==> src/rtl/assert_macros.svh <==
// ----------------------------------------------------------------------------
// assert_macros.svh
// Concurrent assertion helpers shared by the slot tracker RTL.
// ----------------------------------------------------------------------------
`ifndef ASSERT_MACROS_SVH
`define ASSERT_MACROS_SVH
`ifndef SYNTHESIS
`define ASSERT_ALWAYS(label, clk, rst_n, cond) \
    label: assert property (@(posedge clk) disable iff (!rst_n) (cond)) \
        else $error("assertion failed");
`define ASSERT_IMPLIES(label, clk, rst_n, ante, cons) \
    label: assert property (@(posedge clk) disable iff (!rst_n) (ante) |-> (cons)) \
        else $error("assertion failed");
`define ASSERT_NEXT(label, clk, rst_n, ante, cons) \
    label: assert property (@(posedge clk) disable iff (!rst_n) (ante) |=> (cons)) \
        else $error("assertion failed");
`else
`define ASSERT_ALWAYS(label, clk, rst_n, cond)
`define ASSERT_IMPLIES(label, clk, rst_n, ante, cons)
`define ASSERT_NEXT(label, clk, rst_n, ante, cons)
`endif
`endif

==> src/rtl/mst_pkg.sv <==
// ----------------------------------------------------------------------------
// mst_pkg
// Types and constants for the multitouch slot tracker.
// ----------------------------------------------------------------------------
package mst_pkg;

    localparam int SLOTS   = 16;
    localparam int SLOT_W  = (SLOTS > 1) ? $clog2(SLOTS) : 1;
    localparam int CNT_W   = $clog2(SLOTS + 1);
    localparam int Q_DEPTH = 2;
    localparam int Q_PTR_W = (Q_DEPTH > 1) ? $clog2(Q_DEPTH) : 1;
    localparam int Q_CNT_W = $clog2(Q_DEPTH + 1);

    localparam logic [1:0] MODE_EVENT     = 2'd0;
    localparam logic [1:0] MODE_REV_SEL   = 2'd1;
    localparam logic [1:0] MODE_REV_PHASE = 2'd2;
    localparam logic [1:0] MODE_REV_CLEAR = 2'd3;

    localparam logic [5:0] EV_SLOT         = 6'd47;
    localparam logic [5:0] EV_TOUCH_MAJOR  = 6'd48;
    localparam logic [5:0] EV_WIDTH_MAJOR  = 6'd50;
    localparam logic [5:0] EV_POS_X        = 6'd53;
    localparam logic [5:0] EV_POS_Y        = 6'd54;
    localparam logic [5:0] EV_TRACK        = 6'd57;
    localparam logic [5:0] EV_PRESSURE     = 6'd58;

    localparam logic [1:0] PH_INACTIVE = 2'd0;
    localparam logic [1:0] PH_BEGIN    = 2'd1;
    localparam logic [1:0] PH_UPDATE   = 2'd2;
    localparam logic [1:0] PH_END      = 2'd3;

    localparam logic [31:0] NO_TRACK = 32'hFFFF_FFFF;

    typedef struct packed {
        logic [1:0]         mode;
        logic [5:0]         code;
        logic signed [31:0] value;
    } item_t;

    typedef struct packed {
        logic               handled;
        logic [3:0]         slot_index;
        logic [1:0]         slot_state;
        logic signed [31:0] contact_id;
        logic signed [31:0] pos_x;
        logic signed [31:0] pos_y;
        logic signed [31:0] major_touch;
        logic signed [31:0] major_width;
        logic signed [31:0] press_level;
        logic [4:0]         active_total;
        logic               review_active;
    } result_t;

    typedef enum logic [3:0] {
        OP_NOP,
        OP_SLOT,
        OP_TRACK,
        OP_POS_X,
        OP_POS_Y,
        OP_TOUCH,
        OP_WIDTH,
        OP_PRESS,
        OP_REV_SEL,
        OP_REV_PHASE,
        OP_REV_CLEAR
    } op_t;

    // classified command handed from the front end to the back end
    typedef struct packed {
        op_t         op;
        logic        idx_ok;
        logic        phase_ok;
        logic        no_track;
        logic [31:0] value;
    } cmd_t;

endpackage

==> src/rtl/mst_front.sv <==
// ----------------------------------------------------------------------------
// mst_front
// Accepts input words, decodes them into commands and queues them.
// ----------------------------------------------------------------------------
`include "assert_macros.svh"

module mst_front
    import mst_pkg::*;
(
    input  logic  clk,
    input  logic  rst_n,
    input  logic  push,
    output logic  full,
    input  item_t item,
    output logic  cmd_valid,
    input  logic  cmd_take,
    output cmd_t  cmd
);

    function automatic cmd_t classify(input item_t it);
        cmd_t c;
        c.value    = it.value;
        c.idx_ok   = !it.value[31] && (it.value < 32'(SLOTS));
        c.phase_ok = (it.value[31:2] == 30'd0);
        c.no_track = (it.value == NO_TRACK);
        c.op       = OP_NOP;
        unique case (it.mode)
            MODE_EVENT:
            begin
                unique case (it.code)
                    EV_SLOT:        c.op = OP_SLOT;
                    EV_TRACK:       c.op = OP_TRACK;
                    EV_POS_X:       c.op = OP_POS_X;
                    EV_POS_Y:       c.op = OP_POS_Y;
                    EV_TOUCH_MAJOR: c.op = OP_TOUCH;
                    EV_WIDTH_MAJOR: c.op = OP_WIDTH;
                    EV_PRESSURE:    c.op = OP_PRESS;
                    default:        c.op = OP_NOP;
                endcase
            end
            MODE_REV_SEL:   c.op = OP_REV_SEL;
            MODE_REV_PHASE: c.op = OP_REV_PHASE;
            MODE_REV_CLEAR: c.op = OP_REV_CLEAR;
            default:        c.op = OP_NOP;
        endcase
        return c;
    endfunction

    cmd_t               q_reg [Q_DEPTH];
    logic [Q_PTR_W-1:0] wr_ptr_reg, wr_ptr_next;
    logic [Q_PTR_W-1:0] rd_ptr_reg, rd_ptr_next;
    logic [Q_CNT_W-1:0] cnt_reg, cnt_next;
    logic               do_push;
    logic               do_pop;

    assign full      = (cnt_reg == Q_CNT_W'(Q_DEPTH));
    assign cmd_valid = (cnt_reg != '0);
    assign cmd       = q_reg[rd_ptr_reg];
    assign do_push   = push && !full;
    assign do_pop    = cmd_take && cmd_valid;

    always_comb
    begin
        wr_ptr_next = wr_ptr_reg;
        rd_ptr_next = rd_ptr_reg;
        cnt_next    = cnt_reg;
        if (do_push)
        begin
            wr_ptr_next = (wr_ptr_reg == Q_PTR_W'(Q_DEPTH - 1)) ? '0 : wr_ptr_reg + 1'b1;
        end
        if (do_pop)
        begin
            rd_ptr_next = (rd_ptr_reg == Q_PTR_W'(Q_DEPTH - 1)) ? '0 : rd_ptr_reg + 1'b1;
        end
        if (do_push && !do_pop)
        begin
            cnt_next = cnt_reg + 1'b1;
        end
        else if (!do_push && do_pop)
        begin
            cnt_next = cnt_reg - 1'b1;
        end
    end

    always_ff @(posedge clk or negedge rst_n)
    begin
        if (!rst_n)
        begin
            wr_ptr_reg <= '0;
            rd_ptr_reg <= '0;
            cnt_reg    <= '0;
        end
        else
        begin
            wr_ptr_reg <= wr_ptr_next;
            rd_ptr_reg <= rd_ptr_next;
            cnt_reg    <= cnt_next;
        end
    end

    always_ff @(posedge clk)
    begin
        if (do_push)
        begin
            q_reg[wr_ptr_reg] <= classify(item);
        end
    end

    `ASSERT_ALWAYS(a_cnt_bound, clk, rst_n, cnt_reg <= Q_CNT_W'(Q_DEPTH))
    `ASSERT_IMPLIES(a_take_nonempty, clk, rst_n, cmd_take, cnt_reg != '0)
    `ASSERT_NEXT(a_push_counts, clk, rst_n, do_push && !do_pop, cnt_reg == $past(cnt_reg) + 1'b1)

endmodule

==> config.mk <==
export PLATFORM = sky130hd
export DESIGN_NAME = mst_front
export DESIGN_NICKNAME = d
export VERILOG_FILES = /design/src/rtl/mst_pkg.sv /design/src/rtl/mst_front.sv
export VERILOG_INCLUDE_DIRS = /design/src /design/src/rtl
export SDC_FILE = /design/constraint.sdc
export NUM_CORES = 1
export LEC_CHECK = 0
export BUFFER_PORTS_ARGS = -buffer_cell sky130_fd_sc_hd__buf_2
export CORE_MARGIN = 2
export CORE_UTILIZATION = 40
export CTS_CLUSTER_DIAMETER = 80
export DETAILED_ROUTE_END_ITERATION = 7
export SETUP_SLACK_MARGIN = 0.2
export SLEW_MARGIN = 30
export SYNTH_ARGS = -nofsm -noshare
export SYNTH_HDL_FRONTEND = slang
export SYNTH_SLANG_ARGS = --single-unit
==> constraint.sdc <==
create_clock -name clk -period 3.6 [get_ports clk]
set_input_delay 0.54 -clock clk [delete_from_list [all_inputs] [get_ports clk]]
set_output_delay 0.54 -clock clk [all_outputs]
set_load 0.005 [all_outputs]
==> reports/qor.csv, run 1 <==
metric;value;unit
Vias/cell;4.98;
Die Ht;94.4;um
post-layout minimum cycle time;2.25;ns
Clk Latency, worst-skew pair;0.35;ns
RSZ-0062 raised after global routing;false;
die area;8910;um^2
EDFF count, synth;78;
Yosys Warn Count;0;
endpoints failing setup;0;
Clock Tree Root;clkbuf_8;
DRT Pass-1 Iters;4;
FF+latch count, synth;82;
top area cells in the synthesized netlist;edfxtp_1 72%, mux2_2 13%, dfrtp_1 3.1%, nand4_1 1.7%, nor4_1 1.5%;
Area growth syn-to-layout;24.3;%
Initial Util;0.418;
ys async rst share;0.0488;
Most used DFF post-synth;edfxtp_1;
Largest register FFs;78;
CTS resizes;0;
DR iter-0 viols;56;
P_leak;1.50;nW
Net Sw Frac;0.269;
post-layout util;0.520;
commonest cells after routing, fill and taps aside;84 x buf_2, 78 x edfxtp_1, 39 x mux2_2;
DRC;0;
Post-Syn Area;3270;um^2
Yosys top cell by area;edfxtp_1;
FMAX;0.444;GHz
net switching power;799;uW
vias in the first global route;1927;
die width;94.4;um
commonest non-fill, non-tap cell in the layout;buf_2;
clock transition at the registers of the reported paths;0.07;ns
total gr overflow;0;
Critical Path Fanout Max;40;
Max Slew Vio Count;0;
Clock power frac;0.255;
fin nets;320;
worst hold path type;input port to flop;
All-Layer GR Usage;0.147;
Placer Congestion;0.755;
status;finished, final reports clean;
num rows;32;
Critical Path AT;1.71;ns
sequential element share of the synthesized area;0.748;
post-route clock skew;0.00581;ns
final setup TNS;0;ns
crit path launch type;flop;
WL/cell;16.5;um
share of cells above drive strength 1;0.514;
Net Count, Synth;227;
core area;7810;um^2
via count;1903;
PD cells;733;nW/um^2
total wire length;6300;um
antenna viol nets, final;0;
CTS tree;yes;
clk sinks;82;
sequential power share;0.491;
Yosys top cell area share;0.717;
IO Port Bufs;84;
initial antenna violation count;0;
Internal;2.18;mW
final hold vios;0;
average size of a mapped cell;17.9;um^2
Post-DP HPWL;4260;um
period utilization;0.626;
slew margin rel.;0.614;
Worst-Margin Slew;0.579;ns
Logic pwr share;0.254;
Peak VDD IR;0.518;mV
Crit. End Element;output pin;
I/O Pins;85;
synth unique cells;26;
# diodes;0;
Max Cap Violations;0;
first-pass GRT wire length;9640;um
CP required;3.06;ns
Mapped Cells;182;
CTS Buffer Depth;2;
largest net degree at the start of global routing;41;
H-tree depth;3;
kind of critical path;flop to output pin;
Num CTS Buffers;9;
[logic make-up (layout without fill, tap and decap cells)]
logic type               after synthesis  count (layout)  synth area share
multiplexers                          39              39             0.134
AO/OA/AOI/OAI                          4               4           0.00766
AND/OR/NAND/NOR                       41              41            0.0766
flip-flops                            82              82             0.748
buffers and inverters                  8             106            0.0107
adder cells (fa/ha/maj)                2               2           0.00689
XOR/XNOR                               6               6            0.0161
[power by group through the flow]
stage	clock [mW]	combinational, mW	sequential, mW
floorplan	0	0.521	1.38
finish	0.758	0.757	1.46
global placement	0	0.771	1.47
global route	0.805	0.838	1.49
CTS	0.772	0.778	1.46
detailed placement	0	0.772	1.48
[through the flow]
step	setup slack (ns)	power (mW)	instance area, um^2	hold WS (ns)	cells
detailed placement	1.47	2.26	3810	0.355	365
finish	1.35	2.98	4060	0.403	382
CTS	1.09	3.01	4050	0.388	382
floorplan	0.892	1.90	3270	0.244	182
global placement	1.50	2.25	3810	0.353	365
global route	1.27	3.13	4060	0.400	382
[metal layers]
layer  global-route usage  vias up  routed length (um)
li1                     -      910                   -
met1                0.192      918                2870
met2                0.234       64                2930
met3               0.0351       11                 388
met4               0.0640        0                 102
met5                    0        -                   0
[critical path, stage by stage, from the launching register on]
cell	delay [ns]
dfrtp_4	0.80
mux2_2	0.41
buf_2	0.13
[worst paths after layout]
| check | depth (start not counted) | from | endpoint | slack, ns |
|---|---|---|---|---|
| worst max-delay path | 2 | rd_ptr_reg$_DFFE_PN0P_ | cmd[22] | 1.35 |
| worst min-delay path | 1 | item[1] | q_reg[1][1]$_DFFE_PP_ | 0.40 |
| worst max register to register | 4 | cnt_reg[0]$_DFFE_PN0P_ | q_reg[0][11]$_DFFE_PP_ | 1.77 |
| worst min register to register | 1 | cnt_reg[1]$_DFFE_PN0P_ | cnt_reg[1]$_DFFE_PN0P_ | 0.50 |
| max in group asynchronous | 2 | rst_n | rd_ptr_reg$_DFFE_PN0P_ | 2.93 |
| min in group asynchronous | 2 | rst_n | cnt_reg[1]$_DFFE_PN0P_ | 0.53 |
[timing repair]
item,in CTS,in global routing
hold buffers,1,0
setup buffers,0,0
hold endpoints to repair,4,0
[area by class of cell]
class                           instances  area [um^2]
Fill cell                             700         3750
Sequential cell                        82         2450
Multi-Input combinational cell         92          802
Timing Repair Buffer                   86          438
Tap cell                              102          128
Clock buffer                            9          124
Clock inverter                          7          108
Inverter                                4         15.0
[cell usage after synthesis, types with 3 or more instances]
| cell | count |
|---|---|
| buf_2 | 4 |
| nand2_1 | 3 |
| inv_1 | 4 |
| nor2_1 | 6 |
| xnor2_1 | 4 |
| edfxtp_1 | 78 |
| nor3b_1 | 3 |
| mux2_2 | 39 |
| nand4_1 | 9 |
| nor4_1 | 8 |
| dfrtp_1 | 4 |
No activity file was read; power rests on OpenSTA's default activity.
==> run 2: changes to the inputs <==
--- a/config.mk
+++ b/config.mk
@@ -11,6 +11,7 @@
 export CORE_UTILIZATION = 40
 export CTS_CLUSTER_DIAMETER = 80
 export DETAILED_ROUTE_END_ITERATION = 7
+export PLACE_DENSITY = 0.66
 export SETUP_SLACK_MARGIN = 0.2
 export SLEW_MARGIN = 30
 export SYNTH_ARGS = -nofsm -noshare
==> constraint.sdc (replaced) <==
create_clock -name clk -period 1.8 [get_ports clk]
set_input_delay 0.27 -clock clk [delete_from_list [all_inputs] [get_ports clk]]
set_output_delay 0.27 -clock clk [all_outputs]
set_load 0.005 [all_outputs]
==> run 2 against run 1 <==
  * Clock skew is 0.0037 ns higher
  * Die area unchanged
  * Sequential power up 88%
  * Highest routed layer unchanged
==> reports/qor.csv, run 2 (synthesis gave the netlist of run 1 again) <==
metric;value;unit;change
status;finished, final reports clean;;
crit path to;cmd[16];;
CTS tree;yes;;
met3 Track Usage GR;0.0263;;-0.00878
clk sinks;82;;unchanged
num rows;32;;unchanged
Net Sw Frac;0.288;;+0.0189
core area;7810;um^2;unchanged
initial antenna violation count;0;;unchanged
Clock Tree Root;clkbuf_8;;
Clk Latency, worst-skew pair;0.34;ns;about the same
PD cells;1450;nW/um^2;+97%
global routing's busiest layer;met2;;
crit path launch type;flop;;
commonest cells after routing, fill and taps aside;84 x buf_2, 78 x edfxtp_1, 39 x mux2_2;;
die area;8910;um^2;unchanged
PnR worst setup slack;0.0509;ns;-1.30 ns
Placer Congestion;0.734;;-2.8%
slew margin rel.;0.744;;+0.130
DRT Pass-1 Iters;4;;unchanged
Clock power frac;0.191;;-0.064
H-tree depth;3;;unchanged
# diodes;0;;unchanged
Num CTS Buffers;9;;unchanged
vias in the first global route;1924;;-0.16%
post-route clock skew;0.00952;ns;+0.00371 ns
final hold vios;0;;unchanged
R2R depth;6;;+2
All-Layer GR Usage;0.146;;-0.000222
setup slack, reg-to-reg;0.32;ns;-1.45 ns
Critical Path Fanout Max;8;;-80%
largest net degree at the start of global routing;40;;-2.4%
Largest register FFs;78;;unchanged
reg2reg end;cnt_reg[1]$_DFFE_PN0P_;;
met2 Track Usage GR;0.239;;+0.00476
Max Cap Violations;0;;unchanged
sequential power share;0.453;;-0.038
Die Ht;94.4;um;unchanged
total wire length;6420;um;+2.0%
kind of critical path;flop to output pin;;
I/O Pins;85;;unchanged
first-pass GRT wire length;9520;um;-1.2%
fin nets;331;;+3.4%
Initial Util;0.418;;unchanged
IO Port Bufs;84;;unchanged
endpoints failing setup;0;;unchanged
Post-DP HPWL;4240;um;-0.48%
FMAX;0.572;GHz;
Place WS;0.193;ns;-1.28 ns
crit path from;rd_ptr_reg$_DFFE_PN0P_;;
total gr overflow;0;;unchanged
die width;94.4;um;unchanged
Max Slew Vio Count;0;;unchanged
net switching power;1.75;mW;+120%
Peak VDD IR;1.04;mV;+100%
share of cells above drive strength 1;0.543;;+0.0287
clock transition at the registers of the reported paths;0.08;ns;about the same
post-layout minimum cycle time;1.75;ns;
Logic pwr share;0.356;;+0.102
Vias/cell;5.02;;+0.83%
via count;1974;;+3.7%
DRC;0;;unchanged
worst r2r src;cnt_reg[1]$_DFFE_PN0P_;;
CTS Buffer Depth;2;;unchanged
CP required;1.53;ns;-1.53 ns
commonest non-fill, non-tap cell in the layout;buf_2;;
grt met1 use;0.189;;-0.00339
worst hold path type;input port to flop;;
Internal;4.33;mW;+99%
Crit. End Element;output pin;;
antenna viol nets, final;0;;unchanged
Worst-Margin Slew;0.380;ns;-0.199 ns
WL/cell;16.3;um;-0.85%
DR iter-0 viols;82;;+46%
final setup TNS;0;ns;unchanged
P_leak;1.56;nW;+4.1%
RSZ-0062 raised after global routing;true;;
Area growth syn-to-layout;28.6;%;
Final Power;6.07;mW;+100%
period utilization;0.972;;
Critical Path AT;1.48;ns;-0.23 ns
run 2: cell types whose count changed in the layout (fill, tap and decap cells not counted), moves of 2 or more:
cell and delta:
clkinv_2 -2, clkinvlp_4 +3, bufinv_16 -3, inv_6 +2
buf_12 +5, buf_4 +3
run 2: layout make-up:
type	count	area, um^2
sequential	82	2440
tap	102	128
clock buffer	9	124
fill	655	3610
inverter	4	15.0
timing repair buffer	97	624
multi-input combinational	92	813
clock inverter	7	52.6
run 2: worst min path at each step:
stage / startpoint / end / slack, ns / cells after the start
2_1_floorplan: rst_n / cnt_reg[0]$_DFFE_PN0P_ / -0.03 / 0
3_3_place_gp: rst_n / wr_ptr_reg$_DFFE_PN0P_ / 0.08 / 1
3_5_place_dp: rst_n / wr_ptr_reg$_DFFE_PN0P_ / 0.08 / 1
4_1_cts: item[0] / q_reg[1][0]$_DFFE_PP_ / 0.12 / 1
5_1_grt: item[0] / q_reg[1][0]$_DFFE_PP_ / 0.13 / 1
6_report: item[0] / q_reg[1][0]$_DFFE_PP_ / 0.14 / 1
run 2: power by group through the flow:
stage / logic [mW] / registers [mW] / clock network (mW)
after CTS: 2.12 / 2.75 / 1.19
after floorplan: 1.07 / 2.75 / 0
final: 2.16 / 2.75 / 1.16
after global routing: 2.34 / 2.78 / 1.28
after global placement: 1.83 / 2.83 / 0
after detailed placement: 1.84 / 2.84 / 0
run 2: layer usage:
metal	share of wire	vias to the layer above
li1	-	938
met1	0.43	948
met2	0.48	78
met3	0.064	10
met4	0.021	0
met5	0	-
run 2: what timing repair did:
| action | 4_1_cts | 5_1_grt |
|---|---|---|
| buffers inserted | 5 | 0 |
| endpoints found under the setup margin | 39 | 39 |
| gates cloned | 1 | 2 |
| hold buffers | 1 | 0 |
| resized for setup | 1 | 0 |
| endpoints found under the hold margin | 4 | 0 |
run 2: worst max-delay path: stages (launching register included):
cell	delay, ns
dfrtp_2	0.40
buf_12	0.14
clkbuf_16	0.15
mux2_2	0.33
buf_2	0.13
run 2: metrics by stage:
step / instance area, um^2 / util / hold slack, ns / std cells
after floorplan: 3290 / - / -0.0256 / 182
after global placement: 3900 / 0.500 / 0.0839 / 368
after detailed placement: 3900 / 0.500 / 0.0835 / 368
after CTS: 4160 / 0.533 / 0.124 / 391
after global routing: 4200 / 0.538 / 0.128 / 393
final: 4200 / 0.538 / 0.137 / 393
